$ cat src/design/bfha_pkg.sv
// Package for the best-fit heap allocator.
// Holds sizes, status codes and the request, result and table entry types.
// No dependencies.
`default_nettype none

package bfha_pkg;

  localparam int unsigned HEAP_BYTES   = 256 * 1024;
  localparam int unsigned HEADER_BYTES = 24;
  localparam int unsigned MAX_BLOCKS   = 64;

  localparam int unsigned FLD_W = 18;                        // request and result offsets
  localparam int unsigned ADR_W = $clog2(HEAP_BYTES);
  localparam int unsigned TBL_W = (ADR_W > FLD_W) ? ADR_W : FLD_W;
  localparam int unsigned IDX_W = $clog2(MAX_BLOCKS);
  localparam int unsigned CNT_W = IDX_W + 1;

  typedef enum logic [1:0] {
    ST_OK       = 2'd0,
    ST_ZERO     = 2'd1,
    ST_NOFIT    = 2'd2,
    ST_UNKNOWN  = 2'd3
  } status_e;

  typedef enum logic {
    REQ_ALLOC = 1'b0,
    REQ_FREE  = 1'b1
  } req_type_e;

  typedef struct packed {
    req_type_e          req_type;
    logic [FLD_W-1:0]   request_size;
    logic [FLD_W-1:0]   release_offset;
  } req_t;

  typedef struct packed {
    status_e            status;
    logic [FLD_W-1:0]   payload_offset;
  } rsp_t;

  typedef struct packed {
    logic               used;
    logic [TBL_W-1:0]   payload;
    logic [TBL_W-1:0]   start;
  } entry_t;

endpackage

`default_nettype wire

$ cat src/design/best_fit_heap_allocator_top.sv
// Best-fit heap allocator: block table in a single-port-write memory, one sequencer.
// Depends on bfha_pkg.
`default_nettype none

// A request is taken when start is high and busy is low; one result follows, shown on rsp_o
// for one cycle with done_o high, and it cannot be held off. The block table sits in a
// 64-entry memory with one registered read port and one write port, and every request but
// a zero-size allocate walks it one entry a cycle. The walk of a free request also
// coalesces free neighbors in place. After the walk of an allocate request, a split first
// shifts the tail up by one entry when the best entry is not the last one, and then writes
// the best entry and the new free entry; a zero size is answered from idle with no walk.
// After reset, busy stays high for one cycle while the first table entry is written.
module best_fit_heap_allocator_top (
  input  wire               clk_i,
  input  wire               rst_ni,
  input  wire               start,
  output logic              busy,
  input  wire bfha_pkg::req_t req_i,
  output logic              done_o,
  output bfha_pkg::rsp_t    rsp_o
);
  import bfha_pkg::*;

  typedef enum logic [2:0] {
    S_INIT, S_IDLE, S_SCAN, S_SHIFT, S_WR_BEST, S_WR_NEW, S_FLUSH
  } state_e;

  localparam logic [TBL_W-1:0] HDR = TBL_W'(HEADER_BYTES);

  state_e              state_q, state_d;
  req_type_e           op_q, op_d;
  logic [TBL_W-1:0]    size_q, size_d;
  logic [FLD_W-1:0]    ofs_q, ofs_d;
  logic [CNT_W-1:0]    cnt_q, cnt_d;
  logic [CNT_W-1:0]    rd_idx_q, rd_idx_d;
  logic [IDX_W-1:0]    ev_idx_q, ev_idx_d;
  logic                dv_q, dv_d;
  logic                found_q, found_d;
  logic [IDX_W-1:0]    best_idx_q, best_idx_d;
  entry_t              best_q, best_d;
  entry_t              acc_q, acc_d;
  logic                acc_v_q, acc_v_d;
  logic [CNT_W-1:0]    wr_idx_q, wr_idx_d;
  logic                split_q, split_d;
  logic [TBL_W-1:0]    rest_q, rest_d;
  logic                done_q, done_d;
  rsp_t                rsp_q, rsp_d;

  entry_t              mem [MAX_BLOCKS];
  entry_t              rd_data_q;
  logic [IDX_W-1:0]    rd_addr;
  logic                we;
  logic [IDX_W-1:0]    wa;
  entry_t              wd;

  entry_t              ev;
  logic [TBL_W:0]      ev_ofs;
  logic [TBL_W:0]      best_ofs;
  logic [TBL_W-1:0]    rest_w;

  assign busy   = (state_q != S_IDLE);
  assign done_o = done_q;
  assign rsp_o  = rsp_q;

  assign ev_ofs   = {1'b0, rd_data_q.start} + {1'b0, HDR};
  assign best_ofs = {1'b0, best_q.start} + {1'b0, HDR};
  assign rest_w   = best_q.payload - size_q;

  always_ff @(posedge clk_i) begin
    if (we) begin
      mem[wa] <= wd;
    end
    rd_data_q <= mem[rd_addr];
  end

  always_comb begin
    state_d    = state_q;
    op_d       = op_q;
    size_d     = size_q;
    ofs_d      = ofs_q;
    cnt_d      = cnt_q;
    rd_idx_d   = rd_idx_q;
    ev_idx_d   = ev_idx_q;
    dv_d       = 1'b0;
    found_d    = found_q;
    best_idx_d = best_idx_q;
    best_d     = best_q;
    acc_d      = acc_q;
    acc_v_d    = acc_v_q;
    wr_idx_d   = wr_idx_q;
    split_d    = split_q;
    rest_d     = rest_q;
    done_d     = 1'b0;
    rsp_d      = rsp_q;
    rd_addr    = rd_idx_q[IDX_W-1:0];
    we         = 1'b0;
    wa         = '0;
    wd         = '0;
    ev         = rd_data_q;

    unique case (state_q)
      S_INIT: begin
        we            = 1'b1;
        wa            = '0;
        wd.used       = 1'b0;
        wd.payload    = TBL_W'(HEAP_BYTES - HEADER_BYTES);
        wd.start      = '0;
        cnt_d         = CNT_W'(1);
        state_d       = S_IDLE;
      end

      S_IDLE: begin
        if (start) begin
          op_d     = req_i.req_type;
          size_d   = TBL_W'(req_i.request_size);
          ofs_d    = req_i.release_offset;
          rd_idx_d = '0;
          found_d  = 1'b0;
          acc_v_d  = 1'b0;
          wr_idx_d = '0;
          if (req_i.req_type == REQ_ALLOC && req_i.request_size == '0) begin
            done_d = 1'b1;
            rsp_d  = '{status: ST_ZERO, payload_offset: '0};
          end else begin
            state_d = S_SCAN;
          end
        end
      end

      S_SCAN: begin
        // issue the next read while the previous entry is evaluated
        if (rd_idx_q < cnt_q) begin
          dv_d     = 1'b1;
          ev_idx_d = rd_idx_q[IDX_W-1:0];
          rd_idx_d = rd_idx_q + CNT_W'(1);
        end
        if (dv_q) begin
          if (op_q == REQ_ALLOC) begin
            if (!rd_data_q.used && rd_data_q.payload >= size_q &&
                (!found_q || rd_data_q.payload < best_q.payload)) begin
              found_d    = 1'b1;
              best_idx_d = ev_idx_q;
              best_d     = rd_data_q;
            end
          end else begin
            if (!found_q && ev_ofs == {{(TBL_W+1-FLD_W){1'b0}}, ofs_q}) begin
              ev.used = 1'b0;
              found_d = 1'b1;
            end
            // compact in place: merge free neighbors into the held entry
            if (acc_v_q && !acc_q.used && !ev.used) begin
              acc_d.payload = acc_q.payload + HDR + ev.payload;
            end else begin
              if (acc_v_q) begin
                we       = 1'b1;
                wa       = wr_idx_q[IDX_W-1:0];
                wd       = acc_q;
                wr_idx_d = wr_idx_q + CNT_W'(1);
              end
              acc_d   = ev;
              acc_v_d = 1'b1;
            end
          end
        end else if (rd_idx_q == cnt_q) begin
          if (op_q == REQ_FREE) begin
            state_d = S_FLUSH;
          end else if (!found_q) begin
            done_d  = 1'b1;
            rsp_d   = '{status: ST_NOFIT, payload_offset: '0};
            state_d = S_IDLE;
          end else begin
            rest_d  = rest_w;
            split_d = (rest_w > HDR) && (cnt_q < CNT_W'(MAX_BLOCKS));
            rd_idx_d = cnt_q - CNT_W'(1);
            if ((rest_w > HDR) && (cnt_q < CNT_W'(MAX_BLOCKS)) &&
                ({1'b0, best_idx_q} + CNT_W'(1) < cnt_q)) begin
              state_d = S_SHIFT;
            end else begin
              state_d = S_WR_BEST;
            end
          end
        end
      end

      S_SHIFT: begin
        // move the tail up by one entry, highest index first
        if (rd_idx_q > {1'b0, best_idx_q}) begin
          dv_d     = 1'b1;
          ev_idx_d = rd_idx_q[IDX_W-1:0];
          rd_idx_d = rd_idx_q - CNT_W'(1);
        end
        if (dv_q) begin
          we = 1'b1;
          wa = ev_idx_q + IDX_W'(1);
          wd = rd_data_q;
        end else if (rd_idx_q == {1'b0, best_idx_q}) begin
          state_d = S_WR_BEST;
        end
      end

      S_WR_BEST: begin
        we         = 1'b1;
        wa         = best_idx_q;
        wd         = best_q;
        wd.used    = 1'b1;
        if (split_q) begin
          wd.payload = size_q;
          state_d    = S_WR_NEW;
        end else begin
          done_d  = 1'b1;
          rsp_d   = '{status: ST_OK, payload_offset: best_ofs[FLD_W-1:0]};
          state_d = S_IDLE;
        end
      end

      S_WR_NEW: begin
        we         = 1'b1;
        wa         = best_idx_q + IDX_W'(1);
        wd.used    = 1'b0;
        wd.payload = rest_q - HDR;
        wd.start   = best_q.start + HDR + size_q;
        cnt_d      = cnt_q + CNT_W'(1);
        done_d     = 1'b1;
        rsp_d      = '{status: ST_OK, payload_offset: best_ofs[FLD_W-1:0]};
        state_d    = S_IDLE;
      end

      S_FLUSH: begin
        we      = 1'b1;
        wa      = wr_idx_q[IDX_W-1:0];
        wd      = acc_q;
        cnt_d   = wr_idx_q + CNT_W'(1);
        done_d  = 1'b1;
        rsp_d   = '{status: (found_q ? ST_OK : ST_UNKNOWN), payload_offset: '0};
        state_d = S_IDLE;
      end

      default: begin
        state_d = S_IDLE;
      end
    endcase
  end

  always_ff @(posedge clk_i or negedge rst_ni) begin
    if (!rst_ni) begin
      state_q    <= S_INIT;
      cnt_q      <= CNT_W'(1);
      dv_q       <= 1'b0;
      done_q     <= 1'b0;
      found_q    <= 1'b0;
      acc_v_q    <= 1'b0;
      split_q    <= 1'b0;
      rd_idx_q   <= '0;
      wr_idx_q   <= '0;
      rsp_q      <= '{status: ST_OK, payload_offset: '0};
      op_q       <= REQ_ALLOC;
    end else begin
      state_q    <= state_d;
      cnt_q      <= cnt_d;
      dv_q       <= dv_d;
      done_q     <= done_d;
      found_q    <= found_d;
      acc_v_q    <= acc_v_d;
      split_q    <= split_d;
      rd_idx_q   <= rd_idx_d;
      wr_idx_q   <= wr_idx_d;
      rsp_q      <= rsp_d;
      op_q       <= op_d;
    end
  end

  always_ff @(posedge clk_i) begin
    size_q     <= size_d;
    ofs_q      <= ofs_d;
    ev_idx_q   <= ev_idx_d;
    best_idx_q <= best_idx_d;
    best_q     <= best_d;
    acc_q      <= acc_d;
    rest_q     <= rest_d;
  end

endmodule

`default_nettype wire
$ cat config.mk
export PLATFORM = sky130hd
export DESIGN_NAME = best_fit_heap_allocator_top
export DESIGN_NICKNAME = d
export VERILOG_FILES = /design/src/design/bfha_pkg.sv /design/src/design/best_fit_heap_allocator_top.sv
export SDC_FILE = /design/constraint.sdc
export NUM_CORES = 2
export LEC_CHECK = 0
export ABC_AREA = 1
export CORE_ASPECT_RATIO = 0.5
export CORE_MARGIN = 8
export CORE_UTILIZATION = 40
export CTS_CLUSTER_DIAMETER = 200
export DETAILED_ROUTE_END_ITERATION = 10
export DONT_BUFFER_PORTS = 1
export PLACE_DENSITY = 0.55
export SLEW_MARGIN = 10
export SYNTH_ARGS = -nofsm -noshare
export SYNTH_HDL_FRONTEND = slang
export SYNTH_SLANG_ARGS = --single-unit
$ cat constraint.sdc
create_clock -name clk_i -period 8.07 [get_ports clk_i]
set_clock_uncertainty 0.15 [all_clocks]
set_input_delay 1.614 -clock clk_i [delete_from_list [all_inputs] [get_ports clk_i]]
set_output_delay 1.614 -clock clk_i [all_outputs]
set_load 0.03 [all_outputs]
Yosys cells after proc, flatten, opt, wreduce, memory -nomap -nowiden
Memory sizes are Yosys's and may differ from the RTL's. A register that Yosys moved wholly into a read port is not among the register bits.
Cells that the tools add are included.
- add/subtract/negate cells: 16
- magnitude comparators: 7
- equality and inequality tests: 28
- multiplexer cells: 84
- bitwise gates (word level): 4
- reduce and logical (&&, ||, !) cells: 34
- operator list (cell ; number):
    37-bit one-hot mux with 6 select lines ; 1
    37-bit two-way mux ; 5
    20-bit two-way mux ; 7
    20-bit one-hot mux with 5 select lines ; 1
    7-bit two-way mux ; 11
    18-bit by 5-bit adder with 18-bit output, second input constant ; 3
    6-bit two-way mux ; 7
    7-bit one-hot mux with 3 select lines ; 2
    18-bit adder ; 2
    18-bit two-way mux ; 2
    2-bit != test, second input constant ; 16
    3-bit two-way mux ; 10
    6-bit one-hot mux with 5 select lines ; 1
    1-bit two-way mux ; 28
    7-bit by 1-bit adder with 7-bit output, second input constant ; 3
    18-bit by 5-bit adder with 19-bit output, second input constant ; 1
    19-bit by 18-bit equality test with 1-bit output ; 1
    18-bit greater-or-equal comparator ; 1
    18-bit by 5-bit greater-than comparator with 1-bit output, second input constant ; 1
    18-bit zero test ; 1
    18-bit < comparator ; 1
    18-bit subtractor ; 1
    18-bit by 5-bit subtractor with 18-bit output, second input constant ; 1
    5-bit AND reduction ; 3
    other kinds (35) ; 63
- bits in registers: 189
- bits in writable memories: 2368
- bits of input ports: 40
- output and inout port bits: 22
- word-level logic and storage cells: 196
- memories kept: 1
- memory list (memory ; depth ; bits a word ; read ports ; clocked after Yosys merged registers in ; wr ports ; RTL line ; RTL):
    mem ; 64 ; 37 ; 1 ; 1 ; 1 ; best_fit_heap_allocator_top.sv:49 ; entry_t mem [MAX_BLOCKS];

Logic depth before layout (Yosys ltp)
- depth after elaboration: 15
- gate-level depth with buffers: 21
- gate-level depth less buffers: 21

Worst setup path before layout
OpenSTA, ideal clock, no wires.
- kind: flip-flop to flip-flop
- start point: reg best_q[23] (netlist bit)
- end point: reg best_idx_q[0] (enable)
- setup time: 546 ps
- data arrival time: 5420 ps
- data required time: 7374 ps
- path slack: 1954 ps
- cell stages (with the launch flop): 11
- buffers on the path: 0
- period minus slack after synthesis: 6116 ps
- cell sequence: edfxtp_1 > inv_1 > ha_1 > a21o_1 > o21ai_0 > o211ai_1 > nand2_1 > nand3_1 > a21oi_1 > o21ai_0 > nor4_1
- word-level cells in the longest chain between the ends: 4
- ends and longest elaborated chain (element ; RTL line ; RTL):
    from (decl) ; best_fit_heap_allocator_top.sv:40 ; entry_t best_q, best_d;
    from (signal assigned) ; best_fit_heap_allocator_top.sv:277 ; best_q <= best_d;
    18-bit < comparator ; best_fit_heap_allocator_top.sv:140 ; (!found_q || rd_data_q.payload < best_q.payload)) begin
    1-bit logical OR ; best_fit_heap_allocator_top.sv:140 ;
    1-bit logical AND ; best_fit_heap_allocator_top.sv:139 ; if (!rd_data_q.used && rd_data_q.payload >= size_q &&
    4-bit AND reduction (no line) ; -- ;
    to (signal assigned) ; best_fit_heap_allocator_top.sv:276 ; best_idx_q <= best_idx_d;
    to (decl) ; best_fit_heap_allocator_top.sv:39 ; logic [IDX_W-1:0] best_idx_q, best_idx_d;
No other way between the ends.
A chain may end at the register's enable or synchronous reset.

Worst setup path after layout
- start point: reg, netlist name ev[3]
- end point: mem mem[39][8] (netlist bit) (enable)
- word-level cells in the longest chain between the ends: 15
- elaborated cells between the ends (all ways): 19
- classes of those cells: add/sub (1); eq/ne (1); mux (14); reduce/logical (3)
- ends and longest elaborated chain (element ; RTL line ; RTL):
    18-bit by 5-bit adder with 19-bit output * ; best_fit_heap_allocator_top.sv:65 ; assign ev_ofs = {1'b0, rd_data_q.start} + {1'b0, HDR};
    19-bit by 18-bit equality test with 1-bit output * ; best_fit_heap_allocator_top.sv:146 ; if (!found_q && ev_ofs == {{(TBL_W+1-FLD_W){1'b0}}, ofs_q}) begin
    1-bit logical AND * ; best_fit_heap_allocator_top.sv:146 ;
    1-bit two-way mux * ; best_fit_heap_allocator_top.sv:146 ;
    1-bit two-way mux * ; best_fit_heap_allocator_top.sv:138 ; if (op_q == REQ_ALLOC) begin
    1-bit two-way mux * ; best_fit_heap_allocator_top.sv:137 ; if (dv_q) begin
    1-bit two-way mux * ; best_fit_heap_allocator_top.sv:101 ; unique case (state_q)
    1-bit zero test * ; best_fit_heap_allocator_top.sv:151 ; if (acc_v_q && !acc_q.used && !ev.used) begin
    1-bit logical AND * ; best_fit_heap_allocator_top.sv:151 ;
    1-bit two-way mux ; best_fit_heap_allocator_top.sv:151 ;
    1-bit two-way mux ; best_fit_heap_allocator_top.sv:138 ;
    1-bit two-way mux ; best_fit_heap_allocator_top.sv:137 ;
    1-bit one-hot mux with 3 select lines ; best_fit_heap_allocator_top.sv:101 ;
    1-bit two-way mux ; best_fit_heap_allocator_top.sv:70 ; if (we) begin
    1-bit two-way mux (not written as such) ; best_fit_heap_allocator_top.sv:71 ; mem[wa] <= wd;
    to (decl) ; best_fit_heap_allocator_top.sv:49 ;
Every way passes the cells marked *; elsewhere a longest branch is shown, timed or not. The select of a mux whose other input is x is not followed.

==> results.yml <==
outcome:
  outcome: "finished, final reports clean"
floorplanning:
  die_width_um: 744
  start_util: 0.403
  rows: 133
  die-area_mm2: 0.283
  die_h_um: 380
  core_area_mm2: 0.263
  ios: 62
synthesis:
  netlist_area_mm2: 0.106
  synth_top_cell_by_area: "edfxtp_1"
  synth_nets: 8580
  synth_commonest_cells: "2507 x edfxtp_1, 1385 x nor2_1, 1314 x o21ai_0, 779 x nand2_1, 612 x o22ai_1"
  yosysWarnings: 0
  postSynthCellCount: 8390
  yosysMostFrequentCell: "edfxtp_1"
  seq_area_frac_synth: 0.728
  synth_top_flop_cell: "edfxtp_1"
  synth_area_leaders: "edfxtp_1 71%, o21ai_0 6.2%, nor2_1 4.9%"
  syn-mean-instance-area_um2: 12.6
  synth-edff-count: 2507
  yosysTopAreaCellShare: 0.710
  async_flop_share: 0.0193
  synth_cell_types: 61
  ys_ff_latch: 2594
clock_network:
  clock_latency_ns: 0.89
  cts.sinks: 2594
  postCtsSetupRepairBufs: 0
  cts_buffer_depth: 4
  ctsResizeCount: 0
  htreeDepth: 4
  cts_root_buf: "clkbuf_16"
  cts_tree: "done"
  cts_hold_buf: 0
  clkTransAtPathRegs_ns: 0.07
  cts_buffers: 240
timing:
  setup_violations: 0
  slew_headroom: 0.147
  hold_viol_final: 0
  holdWs_ns: 0.279
  post-route-period-util: 0.696
  period_minus_slack_ns: 5.62
  rsz0062_at_grt: "false"
  slew_viol_final: 0
  timing.setup.tns_ns: 0
  timing.fmax_ghz: 0.178
  tightest_slew_ns: 1.28
drt:
  drt_first_pass_iters: 6
  drt-total-wl_um: 336000
  route.antenna.remaining_nets: 0
  drc: 0
  routed-wl-met2_um: 142000
  met1_length_um: 152000
  drt-initial-drc-count: 9733
  num_vias: 70800
  top_layer: "met5"
  via_per_inst: 5.88
  wire_per_inst_um: 27.9
  wl_met3_um: 32700
cells_and_area:
  seqCellArea_mm2: 0.0773
  syn2layout_area_growth_pct: 11.9
  fill_cells: 23600
  multiInputGateArea_mm2: 0.0266
  nets: 8524
  final_util: 0.451
  drive_gt1_frac: 0.0835
worst_setup_path:
  endpoint_kind: "register"
  startpoint_type: "register"
  crit_arrival_ns: 6.03
  criticalPathCategory: "register to register"
  r2r_setup_slack_ns: 2.45
  required_ns: 8.48
  cp_max_fo: 52
run:
  drv_cap: 0
power_and_ir_drop:
  irDropWorstVdd_mv: 0.248
  p_leak_uw: 0.0398
  power_density_mw_per_mm2: 357
grt:
  grt_pass1_vias: 64700
  grt_pass1_wl_um: 477000
  grt_usage: 0.228
  grt_max_degree: 147
  antenna_found_initial: 14
  grt_overflow_total: 0
place:
  dp_hpwl_um: 200000
  routabilityCongestion: 0.910
  io_buffers: 0
min_path:
  hold_path_class: "input port to asynchronous set/reset pin"
-- cell families after synthesis --
| logic type | share of synthesized area |
|---|---|
| buffers and inverters | 0.0285 |
| adder cells (fa/ha/maj) | 0.0179 |
| flip-flops | 0.728 |
| XOR/XNOR | 0.00528 |
| AO/OA/AOI/OAI | 0.128 |
| AND/OR/NAND/NOR | 0.0914 |
-- report_power, final --
| part | leakage [uW] | switching (uW) | internal [uW] |
|---|---|---|---|
| Clock | 0.00367 | 5020 | 6180 |
| Sequential | 0.0240 | 650 | 17000 |
| Combinational | 0.0121 | 10400 | 3080 |
-- stage by stage --
stage | power (uW) | cell area (um2) | instances | setup slack, ns
3_3_place_gp | 31200 | 111000 | 11600 | 2.61
5_1_grt | 43800 | 119000 | 12000 | 2.19
4_1_cts | 42300 | 119000 | 12000 | 2.50
2_1_floorplan | 24700 | 106000 | 8390 | 1.95
3_5_place_dp | 31200 | 111000 | 11600 | 2.48
6_report | 42400 | 119000 | 12000 | 2.45
-- final cells by class --
cell class / instances / area share
Timing Repair Buffer: 206 / 0.0151
Clock inverter: 125 / 0.00913
Multi-Input combinational cell: 5007 / 0.224
Tap cell: 3510 / 0.0370
Antenna cell: 7 / 0.000148
Clock buffer: 308 / 0.0542
Sequential cell: 2594 / 0.651
Inverter: 285 / 0.00920
-- metal layers --
metal	vias up	GRT usage
met5	-	0
met1	36000	0.353
met3	403	0.0423
met4	2	0.0579
li1	31000	-
met2	3375	0.327
-- critical path, stage by stage (launching register included) --
cell and delay (ns):
dfxtp_1 0.46, inv_1 0.14, ha_1 0.30, inv_1 0.10, nand3_1 0.11, nor2_1 0.18
nand2_1 0.10, o21ai_0 0.18, nand2_1 0.09, nand2_1 0.10, nor2_1 0.06, nand2_1 0.20
nand2_2 0.11, nand2_4 0.47, nand3_1 0.17, nand2_2 0.19, nand2_1 0.07, inv_1 0.10
nand2_1 0.46, nor2_4 1.09, buf_4 0.43
-- registers in the layout, summed over array words and instances (netlist names) --
register	count
rest_q	18
dv_q	1
op_q	1
best_q	36
acc_q	37
ev	36
wr_idx_q	7
cnt_q	7
best_idx_q	6
ev_idx_q	6
split_q	1
acc_v_q	1
mem	2368
rd_data_q	1
rsp_o	20
found_q	1
state_q	3
rd_idx_q	7
size_q	18
done_o	1
ofs_q	18
-- placed cells by master (no fill, tap or decap), types with 47 or more instances in the layout --
master | Yosys | routed
edfxtp_1 | 2507 | 2507
nor2_1 | 1385 | 1316
o21ai_0 | 1314 | 1311
nand2_1 | 779 | 774
o22ai_1 | 612 | 612
inv_1 | 265 | 264
clkbuf_16 | 0 | 244
buf_4 | 3 | 186
ha_1 | 147 | 147
a21oi_1 | 144 | 144
nand3_1 | 113 | 108
a221oi_1 | 77 | 77
nor2_4 | 5 | 73
a22o_1 | 62 | 62
nand4_1 | 57 | 57
clkbuf_1 | 451 | 55
clkinv_1 | 2 | 53
dfrtp_1 | 49 | 47
-- path summary, 6_finish.rpt --
kind,startpoint,endpoint,depth (start not counted)
min in group clk_i,ev[18]$_DFF_P_,best_q[18]$_DFFE_PP_,0
hold reg to reg,ev[18]$_DFF_P_,best_q[18]$_DFFE_PP_,0
hold / removal,rst_ni,rsp_o[15]$_DFFE_PN0P_,0
max in group asynchronous,rst_ni,cnt_q[0]$_DFFE_PN1P_,0
setup reg to reg,ev[3]$_DFF_P_,mem[39][8]$_DFFE_PP_,20
setup / recovery,ev[3]$_DFF_P_,mem[39][8]$_DFFE_PP_,20
Note: power is estimated with default switching activity, not from simulation.
